### src/rtl/core/sbc_pkg.sv
// Shared types and constants for the sphere versus box classifier.
`timescale 1ns / 1ps

package sbc_pkg;

  localparam int COORD_WIDTH    = 16;
  localparam int RADIUS_WIDTH   = COORD_WIDTH - 1;
  localparam int DIST_WIDTH     = COORD_WIDTH;
  localparam int SQ_WIDTH       = 2 * DIST_WIDTH;
  localparam int SUM_WIDTH      = SQ_WIDTH + 2;
  localparam int RSQ_WIDTH      = 2 * RADIUS_WIDTH;
  localparam int NUM_REGS       = 6;
  localparam int ADDR_WIDTH     = 5;
  localparam int CFG_DATA_WIDTH = 32;
  localparam int IN_BITS        = 3 * COORD_WIDTH + RADIUS_WIDTH;
  localparam int IN_TDATA_WIDTH = ((IN_BITS + 7) / 8) * 8;
  localparam int OUT_TDATA_WIDTH = 8;

  typedef enum logic [1:0] {
    REL_DISJOINT   = 2'd0,
    REL_INTERSECTS = 2'd1,
    REL_CONTAINS   = 2'd2
  } relation_t;

  typedef enum logic [2:0] {
    REG_MIN_X = 3'd0,
    REG_MIN_Y = 3'd1,
    REG_MIN_Z = 3'd2,
    REG_MAX_X = 3'd3,
    REG_MAX_Y = 3'd4,
    REG_MAX_Z = 3'd5
  } reg_idx_t;

  // Load enables of the first two pipeline stages.
  typedef struct packed {
    logic s1;
    logic s2;
  } sbc_adv_t;

endpackage

### src/rtl/core/sphere_box_classify.sv
// Top level of the sphere versus axis-aligned box classifier.
`timescale 1ns / 1ps
// Classifies each sphere request (center x/y/z, signed Q12.4, and radius,
// unsigned Q11.4) against the box held in six APB registers at byte addresses
// 0x00..0x14 (min x, y, z, then max x, y, z; signed, reset 0). The result is
// 0 disjoint, 1 intersects (touching included), 2 sphere contained in the box
// with inclusive bounds. The test is exact: squared distances to the nearer
// faces are summed at full width and compared with the squared radius.
// Throughput is one request per clock while m_tready allows. Each request
// passes four pipeline stages (face distance, square, sum, classify) and then
// a two-entry output buffer. The pipeline stalls stage by stage, so bubbles
// collapse and back-pressure on the master side never drops a result.
// Write the box registers only while no request is in flight.

module sphere_box_classify
  import sbc_pkg::*;
(
  input  logic                       clk,
  input  logic                       rst,
  // APB configuration port
  input  logic                       psel,
  input  logic                       penable,
  input  logic                       pwrite,
  input  logic [ADDR_WIDTH-1:0]      paddr,
  input  logic [CFG_DATA_WIDTH-1:0]  pwdata,
  output logic [CFG_DATA_WIDTH-1:0]  prdata,
  output logic                       pready,
  // Sphere requests
  input  logic                       s_tvalid,
  output logic                       s_tready,
  // center_x [15:0], center_y [31:16], center_z [47:32], radius [62:48], zero [63]
  input  logic [IN_TDATA_WIDTH-1:0]  s_tdata,
  // Classification results
  output logic                       m_tvalid,
  input  logic                       m_tready,
  // relation [1:0], zero [7:2]
  output logic [OUT_TDATA_WIDTH-1:0] m_tdata
);

  // Box registers
  logic signed [COORD_WIDTH-1:0] box_min_x, box_min_y, box_min_z;
  logic signed [COORD_WIDTH-1:0] box_max_x, box_max_y, box_max_z;
  logic [2:0]                    cfg_idx;
  logic                          cfg_wr;
  logic signed [COORD_WIDTH-1:0] cfg_rd;

  assign pready  = 1'b1;
  assign cfg_idx = paddr[4:2];
  assign cfg_wr  = psel && penable && pwrite && pready;

  always_ff @(posedge clk) begin
    if (rst) begin
      box_min_x <= '0;
      box_min_y <= '0;
      box_min_z <= '0;
      box_max_x <= '0;
      box_max_y <= '0;
      box_max_z <= '0;
    end else if (cfg_wr) begin
      unique case (cfg_idx)
        REG_MIN_X: box_min_x <= pwdata[COORD_WIDTH-1:0];
        REG_MIN_Y: box_min_y <= pwdata[COORD_WIDTH-1:0];
        REG_MIN_Z: box_min_z <= pwdata[COORD_WIDTH-1:0];
        REG_MAX_X: box_max_x <= pwdata[COORD_WIDTH-1:0];
        REG_MAX_Y: box_max_y <= pwdata[COORD_WIDTH-1:0];
        REG_MAX_Z: box_max_z <= pwdata[COORD_WIDTH-1:0];
        default: ;  // unmapped address: drop the write
      endcase
    end
  end

  // Read back sign-extended; unmapped addresses read zero.
  always_comb begin
    unique case (cfg_idx)
      REG_MIN_X: cfg_rd = box_min_x;
      REG_MIN_Y: cfg_rd = box_min_y;
      REG_MIN_Z: cfg_rd = box_min_z;
      REG_MAX_X: cfg_rd = box_max_x;
      REG_MAX_Y: cfg_rd = box_max_y;
      REG_MAX_Z: cfg_rd = box_max_z;
      default:   cfg_rd = '0;
    endcase
    prdata = {{(CFG_DATA_WIDTH-COORD_WIDTH){cfg_rd[COORD_WIDTH-1]}}, cfg_rd};
  end

  // Unpack the request
  logic signed [COORD_WIDTH-1:0] in_cx, in_cy, in_cz;
  logic        [RADIUS_WIDTH-1:0] in_r;

  assign in_cx = s_tdata[COORD_WIDTH-1:0];
  assign in_cy = s_tdata[2*COORD_WIDTH-1:COORD_WIDTH];
  assign in_cz = s_tdata[3*COORD_WIDTH-1:2*COORD_WIDTH];
  assign in_r  = s_tdata[IN_BITS-1:3*COORD_WIDTH];

  // Pipeline control: each stage loads when empty or when its successor loads.
  logic     v1, v2, v3, v4;
  logic     en1, en2, en3, en4;
  logic     skid_ready;
  sbc_adv_t adv;

  assign en4      = !v4 || skid_ready;
  assign en3      = !v3 || en4;
  assign en2      = !v2 || en3;
  assign en1      = !v1 || en2;
  assign s_tready = en1;
  assign adv.s1   = en1;
  assign adv.s2   = en2;

  always_ff @(posedge clk) begin
    if (rst) begin
      v1 <= 1'b0;
      v2 <= 1'b0;
      v3 <= 1'b0;
      v4 <= 1'b0;
    end else begin
      if (en1) v1 <= s_tvalid;
      if (en2) v2 <= v1;
      if (en3) v3 <= v2;
      if (en4) v4 <= v3;
    end
  end

  // Stages one and two per axis
  logic [SQ_WIDTH-1:0] sq_x, sq_y, sq_z;
  logic                in_x, in_y, in_z;

  sbc_axis u_axis_x (
    .clk    (clk),
    .adv    (adv),
    .center (in_cx),
    .lo     (box_min_x),
    .hi     (box_max_x),
    .radius (in_r),
    .sq     (sq_x),
    .fits   (in_x)
  );

  sbc_axis u_axis_y (
    .clk    (clk),
    .adv    (adv),
    .center (in_cy),
    .lo     (box_min_y),
    .hi     (box_max_y),
    .radius (in_r),
    .sq     (sq_y),
    .fits   (in_y)
  );

  sbc_axis u_axis_z (
    .clk    (clk),
    .adv    (adv),
    .center (in_cz),
    .lo     (box_min_z),
    .hi     (box_max_z),
    .radius (in_r),
    .sq     (sq_z),
    .fits   (in_z)
  );

  // Radius travels beside the axis stages; square it in stage two.
  logic [RADIUS_WIDTH-1:0] r1;
  logic [RSQ_WIDTH-1:0]    rsq2, rsq3;
  logic [SUM_WIDTH-1:0]    sum3;
  logic                    all_in3;
  relation_t               rel4, rel_next;

  always_ff @(posedge clk) begin
    if (en1) r1 <= in_r;
    if (en2) rsq2 <= r1 * r1;
  end

  // Stage three: sum the squared distances.
  always_ff @(posedge clk) begin
    if (en3) begin
      sum3    <= SUM_WIDTH'(sq_x) + SUM_WIDTH'(sq_y) + SUM_WIDTH'(sq_z);
      rsq3    <= rsq2;
      all_in3 <= in_x && in_y && in_z;
    end
  end

  // Stage four: a zero or positive remainder overlaps; full extent inside contains.
  always_comb begin
    if (sum3 > SUM_WIDTH'(rsq3)) begin
      rel_next = REL_DISJOINT;
    end else if (all_in3) begin
      rel_next = REL_CONTAINS;
    end else begin
      rel_next = REL_INTERSECTS;
    end
  end

  always_ff @(posedge clk) begin
    if (en4) rel4 <= rel_next;
  end

  // Output buffer
  relation_t out_rel;

  sbc_skid u_skid (
    .clk       (clk),
    .rst       (rst),
    .in_valid  (v4),
    .in_ready  (skid_ready),
    .in_data   (rel4),
    .out_valid (m_tvalid),
    .out_ready (m_tready),
    .out_data  (out_rel)
  );

  assign m_tdata = {{(OUT_TDATA_WIDTH-2){1'b0}}, out_rel};

endmodule

### src/rtl/core/sbc_axis.sv
// One axis of the classifier: face distance and extent check, then the squared distance.
`timescale 1ns / 1ps

module sbc_axis
  import sbc_pkg::*;
(
  input  logic                          clk,
  input  sbc_adv_t                      adv,
  input  logic signed [COORD_WIDTH-1:0] center,
  input  logic signed [COORD_WIDTH-1:0] lo,
  input  logic signed [COORD_WIDTH-1:0] hi,
  input  logic        [RADIUS_WIDTH-1:0] radius,
  output logic        [SQ_WIDTH-1:0]    sq,
  output logic                          fits
);

  logic signed [COORD_WIDTH:0]   c_e, lo_e, hi_e, d_lo, d_hi;
  logic signed [COORD_WIDTH+1:0] c_w, lo_w, hi_w, r_w;
  logic                          below, above, inside_next;
  logic [DIST_WIDTH-1:0]         face_dist_next;

  logic [DIST_WIDTH-1:0]         face_dist;
  logic                          inside1;

  always_comb begin
    c_e  = {center[COORD_WIDTH-1], center};
    lo_e = {lo[COORD_WIDTH-1], lo};
    hi_e = {hi[COORD_WIDTH-1], hi};
    d_lo = lo_e - c_e;
    d_hi = c_e - hi_e;
    below = (center < lo);
    above = (center > hi);
    if (below) begin
      face_dist_next = d_lo[DIST_WIDTH-1:0];
    end else if (above) begin
      face_dist_next = d_hi[DIST_WIDTH-1:0];
    end else begin
      face_dist_next = '0;
    end
    c_w  = {{2{center[COORD_WIDTH-1]}}, center};
    lo_w = {{2{lo[COORD_WIDTH-1]}}, lo};
    hi_w = {{2{hi[COORD_WIDTH-1]}}, hi};
    r_w  = signed'({3'b000, radius});
    inside_next = ((c_w - r_w) >= lo_w) && ((c_w + r_w) <= hi_w);
  end

  // Stage one: distance to the nearer face and the extent check.
  always_ff @(posedge clk) begin
    if (adv.s1) begin
      face_dist <= face_dist_next;
      inside1   <= inside_next;
    end
  end

  // Stage two: square the distance.
  always_ff @(posedge clk) begin
    if (adv.s2) begin
      sq   <= face_dist * face_dist;
      fits <= inside1;
    end
  end

endmodule

### src/rtl/core/sbc_skid.sv
// Two-entry output buffer that decouples the pipeline from the result consumer.
`timescale 1ns / 1ps

module sbc_skid
  import sbc_pkg::*;
(
  input  logic      clk,
  input  logic      rst,
  input  logic      in_valid,
  output logic      in_ready,
  input  relation_t in_data,
  output logic      out_valid,
  input  logic      out_ready,
  output relation_t out_data
);

  logic [1:0] count, count_next;
  relation_t  ent0, ent1;
  logic       push, pop;

  assign in_ready  = (count != 2'd2);
  assign out_valid = (count != 2'd0);
  assign out_data  = ent0;
  assign push      = in_valid && in_ready;
  assign pop       = out_valid && out_ready;

  always_comb begin
    count_next = count;
    if (push && !pop) begin
      count_next = count + 2'd1;
    end else if (pop && !push) begin
      count_next = count - 2'd1;
    end
  end

  always_ff @(posedge clk) begin
    if (rst) begin
      count <= 2'd0;
    end else begin
      count <= count_next;
    end
  end

  // Head entry shifts forward on a pop; the new request lands behind what remains.
  always_ff @(posedge clk) begin
    if (pop) begin
      if (count == 2'd2) begin
        ent0 <= ent1;
      end else if (push) begin
        ent0 <= in_data;
      end
      if (push && count == 2'd2) begin
        ent1 <= in_data;
      end
    end else if (push) begin
      if (count == 2'd0) begin
        ent0 <= in_data;
      end else begin
        ent1 <= in_data;
      end
    end
  end

endmodule
### config.mk
export PLATFORM = sky130hd
export DESIGN_NAME = sphere_box_classify
export DESIGN_NICKNAME = d
export VERILOG_FILES = /design/src/rtl/core/sbc_pkg.sv /design/src/rtl/core/sphere_box_classify.sv /design/src/rtl/core/sbc_axis.sv /design/src/rtl/core/sbc_skid.sv
export SDC_FILE = /design/constraint.sdc
export NUM_CORES = 2
export LEC_CHECK = 0
export ABC_CLOCK_PERIOD_IN_PS = 9740
export BUFFER_PORTS_ARGS = -buffer_cell sky130_fd_sc_hd__clkbuf_2
export CAP_MARGIN = 20
export CORE_MARGIN = 2
export CORE_UTILIZATION = 55
export CTS_BUF_LIST = sky130_fd_sc_hd__clkbuf_4 sky130_fd_sc_hd__clkbuf_8 sky130_fd_sc_hd__clkbuf_16
export DETAILED_ROUTE_END_ITERATION = 8
export GPL_TIMING_DRIVEN = 0
export PLACE_DENSITY_LB_ADDON = 0.3
export SLEW_MARGIN = 20
export SYNTH_ARGS = -nofsm -noshare
export SYNTH_HDL_FRONTEND = slang
export SYNTH_HIERARCHICAL = 1
export SYNTH_SLANG_ARGS = --single-unit
export TNS_END_PERCENT = 100
### constraint.sdc
create_clock -name clk -period 9.74 [get_ports clk]
set_clock_uncertainty 0.1 [all_clocks]
set_input_delay 0.487 -clock clk [delete_from_list [all_inputs] [get_ports clk]]
set_output_delay 0.487 -clock clk [all_outputs]
set_load 0.05 [all_outputs]
* Yosys cells after proc, flatten, opt, wreduce, memory -nomap -nowiden
Cells that the tools add are included.
Storage, ports and cells: register bits 368, input bits 108, output and inout port bits 43, word-level logic and storage cells 129
Operators by class: muxes and demuxes 19, multipliers 4, reductions and logical operators 37, equality and inequality tests 9, $lt $le $gt $ge 13, $add $sub $neg 16
Operators with widths (count):
- multiplier 16 x 16 -> 32 bit | 3
- two-way mux 16 bit | 6
- one-hot mux 16 bit (6 select lines) | 1
- subtractor 16 bit | 6
- adder 16 x 16 -> 17 bit | 3
- greater-or-equal comparator 17 x 16 -> 1 bit | 3
- <= comparator 17 x 16 -> 1 bit | 3
- subtractor 16 x 16 -> 17 bit | 3
- > comparator 16 bit | 3
- < comparator 16 bit | 3
- adder 33 x 32 -> 34 bit | 1
- > comparator 34 x 30 -> 1 bit | 1
- adder 32 x 32 -> 33 bit | 1
- multiplier 15 x 15 -> 30 bit | 1
- two-way mux 2 bit | 12
- logical AND 1 bit | 12
- AND reduction 2 bit | 6
- nonzero test 2 bit | 5
- equality test 3 x 2 -> 1 bit, second input constant | 2
- equality test 3 bit, second input constant | 2
- zero test 1 bit | 6
- AND reduction 3 bit | 2
- logical OR 1 bit | 4
- inequality test 2 bit, second input constant | 2
- 7 further kinds | 7

* Logic depth before layout (Yosys ltp)
word-level depth 6, mapped depth 24, mapped depth without buffers 23

* By module
Netlist, hierarchy kept.
By module, submodules not included:
- sphere_box_classify | times used 1, seq. area each 5305.1 um^2, area each 16784.8 um^2, cells each 1719
- sbc_axis (u_axis_x) | times used 1, seq. area each 1471.4 um^2, area each 13103.8 um^2, cells each 1500
- sbc_axis (u_axis_y) | times used 1, seq. area each 1471.4 um^2, area each 12861.1 um^2, cells each 1457
- sbc_axis (u_axis_z) | times used 1, seq. area each 1471.4 um^2, area each 12607.1 um^2, cells each 1442
- sbc_skid | times used 1, seq. area each 160.2 um^2, area each 311.5 um^2, cells each 27

* Least setup slack after synthesis
OpenSTA, ideal clock, no wires.
path type reg-to-reg, start point register u_axis_y.face_dist[4], end point register u_axis_y.sq[29] (data pin), stages on the path, launching flop included 22, clock period less this slack 6.303 ns, path slack 3.437 ns, buffers on the path 2, data required time 9.379 ns, setup time 0.261 ns, arrival 5.942 ns, cells stage by stage edfxtp_1 clkbuf_1 clkbuf_1 nand2_1 inv_1 fa_1 fa_1 fa_1 fa_1 fa_1 inv_1 fa_1 inv_1 ha_1 nand2_1 or4b_1 inv_1 and3_1 nor2_1 a31oi_1 nor4_1 a311o_1
On the way: word-level cells in the longest chain between the ends 1
Ends and longest elaborated chain:
- start, declared | RTL line sbc_axis.sv:22 | logic [DIST_WIDTH-1:0] face_dist;
- start signal, assigned | RTL line sbc_axis.sv:50 | face_dist <= face_dist_next;
- multiplier 16 x 16 -> 32 bit | RTL line sbc_axis.sv:58 | sq <= face_dist * face_dist;
- end signal, assigned | RTL line sbc_axis.sv:58
- end, declared | RTL line sbc_axis.sv:13 | output logic [SQ_WIDTH-1:0] sq,
Every way passes these cells. A chain may end at the register's enable or synchronous reset.

* Worst setup path in the final report
start point register u_axis_x.face_dist[4], end point register u_axis_x.sq[28] (data pin)
On the way: word-level cells in the longest chain between the ends 1
Ends and longest elaborated chain (RTL line):
- start, declared | sbc_axis.sv:22
- start signal, assigned | sbc_axis.sv:50
- multiplier 16 x 16 -> 32 bit | sbc_axis.sv:58
- end signal, assigned | sbc_axis.sv:58
- end, declared | sbc_axis.sv:13
Every way passes these cells.

==> flow_summary.yaml <==
clock_tree:
  clk_pin_slew_ns: 0.06
  ctsRootBufferMaster: "clkbuf_16"
  htreeDepth: 2
  cts_resized: 0
  cts.hold.buffers_added: 0
  cts_tree: "done"
  cts_setup_buffers: 0
  cts_buffer_depth: 3
  worstSkewPairLatency_ns: 0.59
  clkSinkCount: 363
  numCtsBuffers: 41
drt:
  drt_pass1_iterations: 8
  wl_per_cell_um: 19.4
  final_antenna_net_count: 0
  route.detailed.drc: 0
  drt-total-wl_mm: 148
  vias: 43200
  first_iter_violations: 3039
  vias_per_cell: 5.64
yosys:
  synthXorXnorAreaFrac: 0.0489
  synth_top_area_frac: 0.241
  yosysMostFrequentCell: "inv_1"
  synth_edf_count: 261
  syn-cell-area_um2: 55700
  synthAdderAreaFrac: 0.409
  synth_top_family_by_area: "adder cells"
  synth_area_leaders: "fa_1 24%, ha_1 17%, edfxtp_1 14%, inv_1 8.6%, nand2_1 4.1%"
  synth-simple-area-share: 0.126
  synthDistinctLibCells: 116
  synthCells: 6145
  synth_area_per_cell_um2: 9.06
  ys_async_sr_fraction: 0
  synth_compound_area_frac: 0.133
  netlist_top_cells_count: "1281 x inv_1, 748 x ha_1, 671 x fa_1, 611 x nand2_1, 366 x a21oi_1"
  yosysTopAreaCell: "fa_1"
  synthMuxAreaShare: 0.00398
  synth_seq_cells: 363
  yosysSeqAreaShare: 0.177
  ys.flop_type: "edfxtp_1"
  yosysWarnings: 6
power_and_ir_drop:
  cellLeakagePower_nw: 29.5
  p_per_area_nw_per_um2: 380
  ir_drop_mv: 0.500
global_routing:
  grt_pass1_wl_mm: 234
  grt_usage: 0.289
  grt_max_degree: 79
  grt_overflow_total: 0
  antenna_found_initial: 8
  grt_pass1_vias: 43700
floorplan:
  die_h_um: 322
  io_pins: 151
  die_width_um: 322
  die_area_um2: 104000
  core.rowCount: 116
  coreArea_um2: 100000
  start_util: 0.556
sta:
  min_period_ns: 7.85
  whs_ns: 0.0198
  slew_headroom: 0.396
  slew_viol_final: 0
  fin_setup_tns_ns: 0
  fmax_mhz: 127
  hold_viol_final: 0
  worst_pin_slew_ns: 0.898
  finalSetupViolCount: 0
  min_period_over_period: 0.806
  rsz0062_at_grt: "no"
min_path:
  hold_path_class: "in2reg"
  hold-path-cell-count: 2
setup_path:
  cp.arrival_ns: 8.02
  r2r_cells: 20
  critPathRequiredTime_ns: 9.91
  path_class: "reg2reg"
  critPathSlowestCell: "a211oi_1"
  path_cells: "clkbuf_1 > clkbuf_1 > nand2_1 > fa_1 > fa_1 > inv_1 > fa_1 > fa_1 > fa_1 > inv_1 > fa_1 > inv_1 > ha_1 > a21o_1 > a21o_1 > a221oi_2 > o21ai_1 > a221oi_4 > nor2_1 > a211oi_1"
  cp_max_fo: 10
  critPathMaxStageDelay_ns: 0.61
  start_kind: "flop"
  endpoint_kind: "flop"
  cp_common_cell: "fa_1"
final_layout:
  fin_nets: 7847
  final-instance-count-excl-fill: 7654
  areaGrowthSynthToFinish_pct: 6.77
  nFillCells: 8661
  ff_latch_area_um2: 9880
  drive_gt1_frac: 0.0559
  multiInputGateArea_um2: 40200
placed_design:
  gp_congestion: 0.984
  place_inst: 7575
  port_buffers: 124
  place_hpwl_mm: 124
status:
  status: "finished clean"
run:
  drv_cap: 0
worst max-delay path, delay by kind of cell (launching register included):
kind,cells,cell delay (ns)
adders and majority gates,7,3.60
AOI/OAI and AO/OA,6,1.79
buffers and inverters,5,1.18
DFF,1,0.60
and+or+nand+nor,2,0.28
sequential cells by signal, indices dropped and copies added, names as in the netlist, 29 cells and up:
signal       flops
rsq3            29
u_axis_x/sq     31
rsq2            29
u_axis_z/sq     31
sum3            34
u_axis_y/sq     31
kinds of logic after synthesis:
family / count (synthesis)
XOR/XNOR: 311
other: 5
AO/OA/AOI/OAI: 1096
adder cells (fa/ha/maj): 1419
AND/OR/NAND/NOR: 1467
buffers and inverters: 1463
flip-flops: 363
multiplexers: 21
worst paths after layout:
kind / slack [ns] / to / from
min reg2reg: 0.31 / rsq3[17]$_DFFE_PP_ / rsq2[17]$_DFFE_PP_
min: 0.02 / u_skid/count[0]$_SDFFE_PP0P_ / rst
max reg2reg: 1.89 / u_axis_x/sq[28]$_DFFE_PP_ / u_axis_x/face_dist[4]$_DFFE_PP_
max: 1.89 / u_axis_x/sq[28]$_DFFE_PP_ / u_axis_x/face_dist[4]$_DFFE_PP_
routing by layer:
layer,global-route usage,share of wire,vias up,wire length (um)
li1,-,-,20400,-
met1,0.382,0.41,21000,61500
met2,0.491,0.48,1410,70600
met3,0.0362,0.069,290,10200
met4,0.104,0.040,6,5930
met5,0,0.00022,-,32
through the flow:
step	utilization	instance area, um^2	setup slack, ns	power, mW
finish	0.594	59400	1.89	22.6
detailed placement	0.579	58000	1.96	20.7
global placement	0.578	57900	2.02	20.4
global route	0.594	59400	1.57	25.0
CTS	0.593	59400	1.92	22.6
floorplan	-	55700	3.44	16.5
cells in the final DEF (no fill, tap or decap), types with 125 or more instances in the layout:
| master | count |
|---|---|
| fa_1 | 671 |
| clkbuf_2 | 125 |
| xnor2_1 | 216 |
| nand2_1 | 609 |
| ha_1 | 748 |
| o21ai_0 | 131 |
| and2_1 | 171 |
| nor2_1 | 248 |
| a21oi_1 | 366 |
| edfxtp_1 | 261 |
| a21o_1 | 148 |
| inv_1 | 1280 |
| clkbuf_1 | 130 |
cell type report:
type | count | area share
timing repair buffer | 127 | 0.0116
clock buffer | 49 | 0.0185
multi-input combinational | 4324 | 0.676
tap | 1298 | 0.0273
sequential | 363 | 0.166
clock inverter | 27 | 0.00528
buffer | 182 | 0.0140
antenna | 3 | 0.000126
inverter | 1281 | 0.0810
power by group:
group / internal (mW) / switching [mW]
registers: 2.90 / 0.335
logic: 7.24 / 10.5
clock network: 0.953 / 0.686
total: 11.1 / 11.5
Note: power is estimated with default switching activity, not from simulation.
